<file path="config.mk">
export PLATFORM = sky130hd
export DESIGN_NAME = linear_probe_hash_table
export DESIGN_NICKNAME = d
export VERILOG_FILES = /design/src/sv/lpht_pkg.sv /design/src/sv/linear_probe_hash_table.sv
export SDC_FILE = /design/constraint.sdc
export NUM_CORES = 1
export LEC_CHECK = 0
export BUFFER_PORTS_ARGS = -buffer_cell sky130_fd_sc_hd__buf_2
export CORE_MARGIN = 2
export CORE_UTILIZATION = 48
export CTS_CLUSTER_DIAMETER = 30
export DETAILED_ROUTE_END_ITERATION = 16
export GPL_ROUTABILITY_DRIVEN = 0
export SLEW_MARGIN = 30
export SYNTH_ARGS = -nofsm -noshare
export SYNTH_HDL_FRONTEND = slang
export SYNTH_SLANG_ARGS = --single-unit
</file>
<file path="constraint.sdc">
create_clock -name clk -period 14.9 [get_ports clk]
set_input_delay 1.49 -clock clk [delete_from_list [all_inputs] [get_ports clk]]
set_output_delay 1.49 -clock clk [all_outputs]
set_load 0.01 [all_outputs]
</file>
<file path="src/sv/lpht_pkg.sv">
// Package for the linear probing hash table: sizes, codes, state type and
// helper functions for key trimming, hashing and index formatting.
// No dependencies.
package lpht_pkg;

    // Table geometry
    localparam int TABLE_SIZE = 16;
    localparam int KEY_BYTES  = 8;
    localparam int KEY_W      = 64;
    localparam int IDX_W      = (TABLE_SIZE > 1) ? $clog2(TABLE_SIZE) : 1;
    localparam int CNT_W      = $clog2(TABLE_SIZE + 1);

    // Field widths
    localparam int CMD_W  = 2;
    localparam int STAT_W = 2;
    localparam int SLOT_W = 4;
    localparam int IN_W   = ((CMD_W + KEY_W + 7) / 8) * 8;
    localparam int OUT_W  = ((STAT_W + SLOT_W + 7) / 8) * 8;

    // Home slot arithmetic: byte sum, then reduction modulo TABLE_SIZE
    localparam int SUM_MAX   = KEY_BYTES * 255;
    localparam int SUM_W     = $clog2(SUM_MAX + 1);
    localparam bit SIZE_POW2 = ((TABLE_SIZE & (TABLE_SIZE - 1)) == 0);
    localparam int RED_RAW   = $clog2(SUM_MAX / TABLE_SIZE + 1);
    localparam int RED_STEPS = (RED_RAW > 1) ? RED_RAW : 1;
    localparam int STEP_W    = (RED_STEPS > 1) ? $clog2(RED_STEPS) : 1;
    localparam int RED_W     = SUM_W + RED_STEPS;

    // Command codes
    localparam logic [CMD_W-1:0] CMD_INSERT = 2'd0;
    localparam logic [CMD_W-1:0] CMD_SEARCH = 2'd1;
    localparam logic [CMD_W-1:0] CMD_DELETE = 2'd2;

    // Status codes
    localparam logic [STAT_W-1:0] STAT_OK      = 2'd0;
    localparam logic [STAT_W-1:0] STAT_FULL    = 2'd1;
    localparam logic [STAT_W-1:0] STAT_MISSING = 2'd2;

    typedef enum logic [1:0] {
        S_IDLE,
        S_REDUCE,
        S_PROBE
    } state_t;

    // Keep only the low KEY_BYTES bytes of a key
    function automatic logic [KEY_W-1:0] trim_key(input logic [KEY_W-1:0] k);
        logic [KEY_W-1:0] r;
        r = '0;
        for (int b = 0; b < KEY_BYTES; b++)
        begin
            r[8*b +: 8] = k[8*b +: 8];
        end
        return r;
    endfunction

    // Unsigned sum of the key bytes
    function automatic logic [SUM_W-1:0] key_sum(input logic [KEY_W-1:0] k);
        logic [SUM_W-1:0] s;
        s = '0;
        for (int b = 0; b < KEY_BYTES; b++)
        begin
            s = s + SUM_W'(k[8*b +: 8]);
        end
        return s;
    endfunction

    // Slot number reported modulo 16
    function automatic logic [SLOT_W-1:0] to_slot(input logic [IDX_W-1:0] i);
        logic [SLOT_W-1:0] r;
        r = '0;
        for (int b = 0; b < SLOT_W; b++)
        begin
            if (b < IDX_W)
            begin
                r[b] = i[b];
            end
        end
        return r;
    endfunction

endpackage

</file>
<file path="src/sv/linear_probe_hash_table.sv">
// Linear probing hash table: streaming request in, one result out per request.
// Depends on lpht_pkg.
//
// Usage:
//   Slave channel s_*: one request per beat, tdata = {key, cmd} from bit 0 up
//   (cmd 0 insert, 1 search, 2 delete). Master channel m_*: one result per
//   request, tdata = {slot_index, status} (status 0 ok, 1 full, 2 not found).
// Timing:
//   A request is taken while idle, then the probe unit checks one slot per
//   cycle, starting at the home slot, until it can load the result; the last
//   probe step holds while the output register is full. When TABLE_SIZE is
//   not a power of two, the modulo reduction of the byte sum first runs its
//   compare and subtract steps in S_REDUCE. The single probe loop sets the
//   rate: one request at a time, s_tready high only while idle.
// Stall:
//   The result sits in an output register. If it is not taken, the next
//   request is still accepted and probed; it holds its last probe step until
//   the output register frees up.
// Reset:
//   rst_n clears all slot valid bits at once (table empty); no clearing pass.
module linear_probe_hash_table
(
    input  logic                      clk,
    input  logic                      rst_n,
    input  logic                      s_tvalid,
    output logic                      s_tready,
    input  logic [lpht_pkg::IN_W-1:0] s_tdata,   // cmd[1:0], key[65:2], zero pad
    output logic                      m_tvalid,
    input  logic                      m_tready,
    output logic [lpht_pkg::OUT_W-1:0] m_tdata   // status[1:0], slot_index[5:2], pad
);

    localparam int TS    = lpht_pkg::TABLE_SIZE;
    localparam int IDX_W = lpht_pkg::IDX_W;
    localparam int CNT_W = lpht_pkg::CNT_W;
    localparam int KEY_W = lpht_pkg::KEY_W;
    localparam int SUM_W = lpht_pkg::SUM_W;
    localparam int RED_W = lpht_pkg::RED_W;

    // Control state
    lpht_pkg::state_t state_reg, state_next;
    logic [TS-1:0]                   valid_reg, valid_next;
    logic                            m_valid_reg, m_valid_next;
    logic [IDX_W-1:0]                idx_reg, idx_next;
    logic [CNT_W-1:0]                cnt_reg, cnt_next;
    logic [lpht_pkg::STEP_W-1:0]     step_reg, step_next;

    // Payload
    logic [lpht_pkg::CMD_W-1:0]      cmd_reg, cmd_next;
    logic [KEY_W-1:0]                key_reg, key_next;
    logic [SUM_W-1:0]                rem_reg, rem_next;
    logic [lpht_pkg::STAT_W-1:0]     stat_reg, stat_next;
    logic [lpht_pkg::SLOT_W-1:0]     slot_reg, slot_next;

    // Key storage, one entry read per cycle at the probe index
    logic [KEY_W-1:0]                key_mem_reg [TS];
    logic [KEY_W-1:0]                key_rd_reg;

    // Datapath
    logic [KEY_W-1:0]                in_key;
    logic [SUM_W-1:0]                in_sum;
    logic [RED_W-1:0]                sub_val;
    logic                            slot_full;
    logic                            hit;
    logic [IDX_W-1:0]                idx_adv;
    logic                            out_free;
    logic                            ins_we;
    logic                            fin;

    assign in_key   = lpht_pkg::trim_key(s_tdata[lpht_pkg::CMD_W +: KEY_W]);
    assign in_sum   = lpht_pkg::key_sum(in_key);
    assign sub_val  = RED_W'(TS) << step_reg;
    assign slot_full = valid_reg[idx_reg];
    assign hit      = slot_full && (key_rd_reg == key_reg);
    assign idx_adv  = (idx_reg == IDX_W'(TS - 1)) ? '0 : idx_reg + 1'b1;
    assign out_free = !m_valid_reg || m_tready;

    assign s_tready = (state_reg == lpht_pkg::S_IDLE);
    assign m_tvalid = m_valid_reg;
    assign m_tdata  = {{(lpht_pkg::OUT_W - lpht_pkg::STAT_W - lpht_pkg::SLOT_W){1'b0}},
                       slot_reg, stat_reg};

    // State register
    always_ff @(posedge clk or negedge rst_n)
    begin
        if (!rst_n)
        begin
            state_reg   <= lpht_pkg::S_IDLE;
            valid_reg   <= '0;
            m_valid_reg <= 1'b0;
            idx_reg     <= '0;
            cnt_reg     <= '0;
            step_reg    <= '0;
        end
        else
        begin
            state_reg   <= state_next;
            valid_reg   <= valid_next;
            m_valid_reg <= m_valid_next;
            idx_reg     <= idx_next;
            cnt_reg     <= cnt_next;
            step_reg    <= step_next;
        end
    end

    // Payload registers
    always_ff @(posedge clk)
    begin
        cmd_reg  <= cmd_next;
        key_reg  <= key_next;
        rem_reg  <= rem_next;
        stat_reg <= stat_next;
        slot_reg <= slot_next;
    end

    // Key store: write on a successful insert, read ahead at the next probe index
    always_ff @(posedge clk)
    begin
        if (ins_we)
        begin
            key_mem_reg[idx_reg] <= key_reg;
        end
        key_rd_reg <= key_mem_reg[idx_next];
    end

    // Sequencer: accept, reduce hash, probe one slot per cycle, wait for output
    always_comb
    begin
        state_next   = state_reg;
        valid_next   = valid_reg;
        m_valid_next = m_valid_reg;
        idx_next     = idx_reg;
        cnt_next     = cnt_reg;
        step_next    = step_reg;
        cmd_next     = cmd_reg;
        key_next     = key_reg;
        rem_next     = rem_reg;
        stat_next    = stat_reg;
        slot_next    = slot_reg;
        ins_we       = 1'b0;
        fin          = 1'b0;

        if (m_valid_reg && m_tready)
        begin
            m_valid_next = 1'b0;
        end

        case (state_reg)
            lpht_pkg::S_IDLE:
            begin
                if (s_tvalid)
                begin
                    cmd_next  = s_tdata[lpht_pkg::CMD_W-1:0];
                    key_next  = in_key;
                    rem_next  = in_sum;
                    cnt_next  = '0;
                    idx_next  = in_sum[IDX_W-1:0];
                    step_next = lpht_pkg::STEP_W'(lpht_pkg::RED_STEPS - 1);
                    state_next = lpht_pkg::SIZE_POW2 ? lpht_pkg::S_PROBE
                                                     : lpht_pkg::S_REDUCE;
                end
            end

            lpht_pkg::S_REDUCE:
            begin
                // restoring modulo: one compare and subtract per cycle
                if (RED_W'(rem_reg) >= sub_val)
                begin
                    rem_next = rem_reg - sub_val[SUM_W-1:0];
                end
                idx_next = rem_next[IDX_W-1:0];
                if (step_reg == '0)
                begin
                    state_next = lpht_pkg::S_PROBE;
                end
                else
                begin
                    step_next = step_reg - 1'b1;
                end
            end

            lpht_pkg::S_PROBE:
            begin
                case (cmd_reg)
                    lpht_pkg::CMD_INSERT:
                    begin
                        if (!slot_full)
                        begin
                            fin       = 1'b1;
                            stat_next = lpht_pkg::STAT_OK;
                        end
                        else if (cnt_reg == CNT_W'(TS - 1))
                        begin
                            fin       = 1'b1;
                            stat_next = lpht_pkg::STAT_FULL;
                        end
                    end
                    lpht_pkg::CMD_SEARCH,
                    lpht_pkg::CMD_DELETE:
                    begin
                        // an empty home slot does not end the search
                        if (cnt_reg != '0 && !slot_full)
                        begin
                            fin       = 1'b1;
                            stat_next = lpht_pkg::STAT_MISSING;
                        end
                        else if (hit)
                        begin
                            fin       = 1'b1;
                            stat_next = lpht_pkg::STAT_OK;
                        end
                        else if (cnt_reg == CNT_W'(TS - 1))
                        begin
                            fin       = 1'b1;
                            stat_next = lpht_pkg::STAT_MISSING;
                        end
                    end
                    default:
                    begin
                        fin       = 1'b1;
                        stat_next = lpht_pkg::STAT_MISSING;
                    end
                endcase

                if (fin)
                begin
                    if (out_free)
                    begin
                        m_valid_next = 1'b1;
                        state_next   = lpht_pkg::S_IDLE;
                        slot_next    = (stat_next == lpht_pkg::STAT_OK)
                                       ? lpht_pkg::to_slot(idx_reg) : '0;
                        if (stat_next == lpht_pkg::STAT_OK)
                        begin
                            if (cmd_reg == lpht_pkg::CMD_INSERT)
                            begin
                                valid_next[idx_reg] = 1'b1;
                                ins_we              = 1'b1;
                            end
                            else if (cmd_reg == lpht_pkg::CMD_DELETE)
                            begin
                                valid_next[idx_reg] = 1'b0;
                            end
                        end
                    end
                    else
                    begin
                        // hold this step until the result register frees
                        stat_next = stat_reg;
                    end
                end
                else
                begin
                    idx_next = idx_adv;
                    cnt_next = cnt_reg + 1'b1;
                end
            end

            default:
            begin
                state_next = lpht_pkg::S_IDLE;
            end
        endcase
    end

    // Checks
    a_busy_after_accept: assert property (@(posedge clk) disable iff (!rst_n)
        s_tvalid && s_tready |=> !s_tready)
        else $error("request accepted while a request was in progress");

    a_probe_bound: assert property (@(posedge clk) disable iff (!rst_n)
        state_reg == lpht_pkg::S_PROBE |-> cnt_reg < CNT_W'(TS))
        else $error("probe ran past the table size");

    a_err_zero_slot: assert property (@(posedge clk) disable iff (!rst_n)
        m_valid_reg && stat_reg != lpht_pkg::STAT_OK |-> slot_reg == '0)
        else $error("slot index not zero on error status");

    a_insert_sets_valid: assert property (@(posedge clk) disable iff (!rst_n)
        ins_we |=> valid_reg[$past(idx_reg)])
        else $error("insert did not mark its slot valid");

    a_result_only_on_free: assert property (@(posedge clk) disable iff (!rst_n)
        fin && !out_free |=> state_reg == lpht_pkg::S_PROBE && $stable(idx_reg))
        else $error("probe advanced while the result register was busy");

endmodule

</file>
### Yosys cells after proc, flatten, opt, wreduce, memory -nomap -nowiden

Memory sizes are Yosys's and may differ from the RTL's. A register that Yosys moved wholly into a read port is not among the register bits.
Cells that the tools add are included.
W data, S select, Z words.

| storage, ports and cells | value |
|---|---|
| bits in registers | 114 |
| output and inout bits | 10 |
| logic and storage cells | 121 |
| bits of input ports | 76 |
| memories | 1 |
| RAM bits | 1024 |

Memories:

| name | words | bits a word | read ports | clocked after memory_dff | wr ports | RTL line | text |
|---|---|---|---|---|---|---|---|
| key_mem_reg | 16 | 64 | 1 | 1 | 1 | linear_probe_hash_table.sv:56 | `logic [KEY_W-1:0] key_mem_reg [TS];` |

| cells by class | value |
|---|---|
| add/subtract/negate cells | 11 |
| shift-type cells | 1 |
| multiplexer cells | 50 |
| eq/ne operators | 15 |
| bitwise gates (word level) | 3 |
| $lt $le $gt $ge | 3 |
| reductions and logical operators | 25 |

Operators by type and width:

| kind | number |
|---|---|
| $eq A64 B64 Y1 | 1 |
| $add A11 B8 Y11 | 4 |
| $mux W16 | 2 |
| $mux W2 | 12 |
| $mux W11 | 2 |
| $pmux W11 S2 | 1 |
| $ge A11 B18 Y1 | 1 |
| $mux W1 | 18 |
| $shl A5 B3 Y18 const A | 1 |
| $and A16 B16 Y16 | 1 |
| $ne A2 B2 Y1 const B | 8 |
| $not A16 Y16 | 1 |
| $or A16 B16 Y16 | 1 |
| $mux W4 | 3 |
| $pmux W4 S3 | 1 |
| $reduce_and A3 Y1 | 4 |
| $add A10 B8 Y11 | 1 |
| $sub A11 B11 Y11 | 1 |
| $add A9 B8 Y10 | 1 |
| $mux W5 | 2 |
| $pmux W5 S2 | 1 |
| $add A8 B8 Y9 | 1 |
| $logic_not A2 Y1 | 3 |
| $mux W3 | 2 |
| other kinds (25) | 35 |

### Depth between registers and ports, before layout

| logic depth | value |
|---|---|
| word-level depth | 14 |
| mapped depth | 21 |
| mapped depth without buffers | 19 |

### Worst setup path after synthesis

Ideal clock, no wire load.

| timing path | value |
|---|---|
| path type | register to register |
| from | register idx_reg[1] |
| to | memory key_mem_reg[7][0] (enable) |
| library setup time | 0.565 ns |
| arrival time | 7.219 ns |
| path slack | 7.116 ns |
| cell stages (with the launch flop) | 14 |
| period minus slack after synthesis | 7.784 ns |
| data required time | 14.335 ns |
| cells stage by stage | dfrtp_1 buf_6 mux4_2 mux2_2 nand3b_1 a31oi_2 and2_1 nand2b_1 nand2b_1 clkbuf_1 or2_2 clkbuf_1 clkbuf_1 nor3_1 |

| between the ends | value |
|---|---|
| cells in the longest elaborated chain, start to end | 14 |
| elaborated cells on any way between the ends | 22 |
| classes of those cells | 18 x mux; 4 x reduce/logical |

Ends and longest elaborated chain:

| element | RTL line | text |
|---|---|---|
| start, declared | linear_probe_hash_table.sv:44 | `logic [IDX_W-1:0] idx_reg, idx_next;` |
| start signal, assigned | linear_probe_hash_table.sv:100 | `idx_reg <= idx_next;` |
| $bmux W1 S4 | linear_probe_hash_table.sv:73 | `assign slot_full = valid_reg[idx_reg];` |
| $mux W1 (not written as such) | linear_probe_hash_table.sv:73 |  |
| $logic_and A1 B1 Y1 or $logic_not A1 Y1 (tied branches) | linear_probe_hash_table.sv:74, linear_probe_hash_table.sv:202 |  |
| $mux W2 or $logic_and A1 B1 Y1 (tied branches) | linear_probe_hash_table.sv:207, linear_probe_hash_table.sv:202 |  |
| $mux W2 | linear_probe_hash_table.sv:202 | `if (cnt_reg != '0 && !slot_full)` |
| $pmux W2 S2 | linear_probe_hash_table.sv:184 | `case (cmd_reg)` |
| $mux W2 | linear_probe_hash_table.sv:148 | `case (state_reg)` |
| $logic_not A2 Y1 | linear_probe_hash_table.sv:233 | `if (stat_next == lpht_pkg::STAT_OK)` |
| $mux W1 | linear_probe_hash_table.sv:233 |  |
| $mux W1 | linear_probe_hash_table.sv:227 | `if (out_free)` |
| $mux W1 | linear_probe_hash_table.sv:225 | `if (fin)` |
| $mux W1 | linear_probe_hash_table.sv:148 |  |
| $mux W1 | linear_probe_hash_table.sv:119 | `if (ins_we)` |
| $mux W1 (not written as such) | linear_probe_hash_table.sv:121 | `key_mem_reg[idx_reg] <= key_reg;` |
| end, declared | linear_probe_hash_table.sv:56 |  |

Parallel ways exist; a longest one is shown, timed or not. The select of a mux whose other input is x is not followed.

### Final worst setup path

| timing path | value |
|---|---|
| from | register key_reg[26] |
| to | register key_rd_reg[36] (read register of key_mem_reg) |

| between the ends | value |
|---|---|
| cells in the longest elaborated chain, start to end | 8 |

Ends and longest elaborated chain:

| element | RTL line | text |
|---|---|---|
| start, declared | linear_probe_hash_table.sv:50 | `logic [KEY_W-1:0] key_reg, key_next;` |
| start signal, assigned | linear_probe_hash_table.sv:110 | `key_reg <= key_next;` |
| $eq A64 B64 Y1 | linear_probe_hash_table.sv:74 | `assign hit = slot_full && (key_rd_reg == key_reg);` |
| $logic_and A1 B1 Y1 | linear_probe_hash_table.sv:74 |  |
| $mux W1 | linear_probe_hash_table.sv:207 | `else if (hit)` |
| $mux W1 | linear_probe_hash_table.sv:202 |  |
| $pmux W1 S2 | linear_probe_hash_table.sv:184 |  |
| $mux W1 | linear_probe_hash_table.sv:148 |  |
| $mux W4 | linear_probe_hash_table.sv:225 |  |
| $pmux W4 S3 | linear_probe_hash_table.sv:148 |  |
| end, declared | linear_probe_hash_table.sv:57 | `logic [KEY_W-1:0] key_rd_reg;` |

Every way passes these cells. The select of a mux whose other input is x is not followed.
A chain may end at the register's enable or synchronous reset.

==> results.tsv <==
stage	metric	value	unit
clock_tree	CTS tree	done	
placement	Placed Cells	4394	
synth	Avg Cell Area, Syn	14.40	µm²
sta	final setup TNS	0	ns
power	peak supply drop	0.0003993	V
clock_tree	Root Driver	clkbuf_16	
drt	DR WL met3	7.769	mm
drt	met1 wire length	49.73	mm
setup_path	crit path cell chain	xor2_1 -> nor4_1 -> nand4_1 -> nor2_1 -> nand4_4 -> and4_1 -> a311oi_4 -> buf_4 -> inv_4 -> buf_4 -> nor3_4 -> buf_4 -> nand3_1 -> nand3_1 -> nor2_1	
setup_path	worst reg2reg path depth	15	
finish	Multi-input gate area	9907	µm²
setup_path	kind of critical path	reg2reg	
setup_path	most frequent CP cell	buf_4	
power	Tot Pwr	13.74	mW
setup_path	Buf/Inv on CP	4	
synth	Yosys cell types	51	
clock_tree	clk sinks	1187	
placement	area post-placement	47450	µm²
setup_path	CP max FO	54	
sta	post-route clock period utilization	48.26	%
setup_path	setup slack, reg-to-reg	7.71	ns
setup_path	reg2reg end	key_rd_reg[36]	
finish	Seq. cell area	34870	µm²
synth	cell taking the most area after synthesis	edfxtp_1	
setup_path	WP data required	15.53	ns
synth	warnings from Yosys	0	
worst_hold_path	Hold Path Class	reg2reg	
sta	Final setup violation count	0	
die	die width	312.4	µm
synth	Seq/Total Area, Yosys	76.39	%
power	Power Density	250.4	nW/µm²
finish	Layout Nets	3444	
die	Die H	312.4	µm
drt	DRT Wirelength	117.5	mm
drt	via count	27680	
finish	max reg flops	1024	
sta	Slew Limit Headroom	24.47	%
drt	drt wl/cell	24.51	µm
die	die area	97580	µm²
sta	crit path time final	7.190	ns
setup_path	worst path arrival time	7.82	ns
clock_tree	# resized after CTS	0	
sta	Max Freq	0.1391	GHz
clock_tree	total CTS buffers	210	
sta	Fin Clk Skew	0.04096	ns
synth	Yosys reg bits	1187	
global_route	All-Layer GR Usage	24.03	%
clock_tree	Worst-path clk slew	0.05	ns
finish	Final Non-Filler Cells	4793	
drt	DR top layer	met4	
clock_tree	number of setup buffers added after CTS	0	
synth	top cells by area, synth	edfxtp_1 72%, nand2_1 5.5%, a21oi_1 2.8%	
synth	asr flop ratio synth	2.275	%
finish	area grow syn2layout	20.25	%
drt	initial DRC count	2572	
setup_path	CP Launch Type	flip-flop	
worst_hold_path	Worst Hold Depth	1	
synth	number of synthesized flops with an enable pin	1096	
clock_tree	clk buf depth	3	
die	I/O Pins	86	
power	P_leak	19.18	nW
setup_path	slowest library cell on the worst path	buf_4	
sta	Final Hold Fails	0	
setup_path	CP top delay family	simple AND/OR/NAND/NOR gates	
drt	first-pass iteration count of the detailed router	5	
synth	Cells after Synth	3169	
sta	Tightest Pin Transition	1.125	ns
synth	Cell Area, Synth	45650	µm²
run	Max-Cap Viols	0	
die	cell row count	113	
placement	DP Wirelength	60.67	mm
clock_tree	hold_buf cts	0	
run_status	status	finished clean	
drt	DRC	0	
sta	RSZ-0062 raised after global routing	false	
sta	Final WS setup	7.710	ns
global_route	number of global-route vias before repair	27820	
drt	Routed met2 length	57.32	mm
clock_tree	H-tree levels	4	
drt	final antenna-violating net count	0	
synth	top-area cell type share of the netlist area	72.10	%
die	effective utilization at floorplan	48.26	%
setup_path	critical path endpoint category	flip-flop	
setup_path	R2R Path Start	key_reg[26]	
placement	pre-CTS setup slack	7.151	ns
global_route	grt total ovfl	0	
clock_tree	worst skew pair latency	0.78	ns
global_route	initial antenna violation count	2	
setup_path	Slowest Stage Delay on Critical Path	0.87	ns
finish	Filler Cells Inserted	7136	
finish	layout cell share with drive strength beyond 1	15.56	%
global_route	first-pass GRT wire length	173.7	mm
finish	Core Util, Final	58.03	%
global_route	largest net degree at the start of global routing	140	
finish	final instance area	54890	µm²
sta	final slew viol count	0	
finish	ANT cells	0	
placement	IO Port Bufs	77	
die	Placeable Area	94590	µm²
drt	Vias/cell	5.775	
synth	commonest register cell after synthesis	edfxtp_1	
sta	hold slack	0.4982	ns
## kinds of logic (layout without fill, tap and decap cells)
family | after synthesis | after routing | share of synthesized area, %
adders and majority gates | 27 | 27 | 0.9704
muxes | 87 | 87 | 2.009
and+or+nand+nor | 1028 | 1028 | 9.520
buffers and inverters | 224 | 582 | 2.163
AOI/OAI and AO/OA | 537 | 537 | 7.442
xor gates and xnor gates | 78 | 78 | 1.497
DFF | 1187 | 1187 | 76.39
other | 1 | 2 | 0.008216
## where the power goes
group          leakage [nW]  internal [mW]  total [mW]  switching (mW)
clock                  3.58           3.25        4.89            1.64
sequential             10.8           3.97        4.17           0.197
combinational          4.83           1.42        4.68            3.26
total                  19.2           8.64        13.7            5.10
## cells in the final DEF (no fill, tap or decap), drive strengths merged, types with 68 or more instances in the layout
| master | n |
|---|---|
| a21oi | 259 |
| a22oi | 130 |
| buf | 143 |
| clkbuf | 256 |
| clkinv | 74 |
| edfxtp | 1096 |
| mux2i | 68 |
| nand2 | 664 |
| nand3 | 202 |
| nor2 | 83 |
## synthesized netlist by cell type, types with 4 or more instances
master / instances
buf_2: 66
a22oi_1: 130
o22ai_1: 64
buf_1: 20
dfrtp_1: 27
nor3_1: 20
mux2i_1: 68
ha_1: 13
inv_1: 36
nor2_1: 83
fa_1: 14
o21ai_0: 5
clkbuf_1: 86
a32oi_1: 63
nand4_1: 7
nor4_1: 32
xnor2_1: 11
buf_6: 5
nand3_1: 201
nand2b_1: 4
nand2_1: 664
a21oi_1: 259
buf_4: 7
dfxtp_1: 64
inv_2: 4
mux2_2: 17
xor2_1: 67
edfxtp_1: 1096
## worst max-delay path by stage
stage	end	start	depth (start not counted)
floorplan	key_mem_reg[7][0]	idx_reg[1]	13
global placement	key_rd_reg[51]	s_tdata[4]	22
detailed placement	key_rd_reg[31]	s_tdata[4]	22
CTS	key_rd_reg[21]	key_reg[8]	15
global route	key_rd_reg[3]	key_reg[8]	15
finish	key_rd_reg[36]	key_reg[26]	15
## worst reg2reg max path, cell delays in order, from the launching register on
cell and delay, ns:
edfxtp_1 0.62, xor2_1 0.30, nor4_1 0.84, nand4_1 0.39, nor2_1 0.67, nand4_4 0.26, and4_1 0.29, a311oi_4 0.21
buf_4 0.65, inv_4 0.48, buf_4 0.47, nor3_4 0.59, buf_4 0.87, nand3_1 0.22, nand3_1 0.14, nor2_1 0.05
## per-layer routing
metal / up-vias / GRT usage (%)
li1: 12280 / -
met4: 0 / 7.714
met5: - / 0
met1: 14130 / 33.01
met2: 1071 / 39.39
met3: 200 / 3.968
## area by class of cell
class | count | share of cell area (%)
flip-flops and latches | 1187 | 63.52
repair buffers | 143 | 1.694
clock inverters | 143 | 3.342
inverters | 40 | 0.3054
well taps | 1265 | 2.884
clock buffers | 256 | 10.20
multi-input cells | 1759 | 18.05
Power figures use the tool's default switching activity.
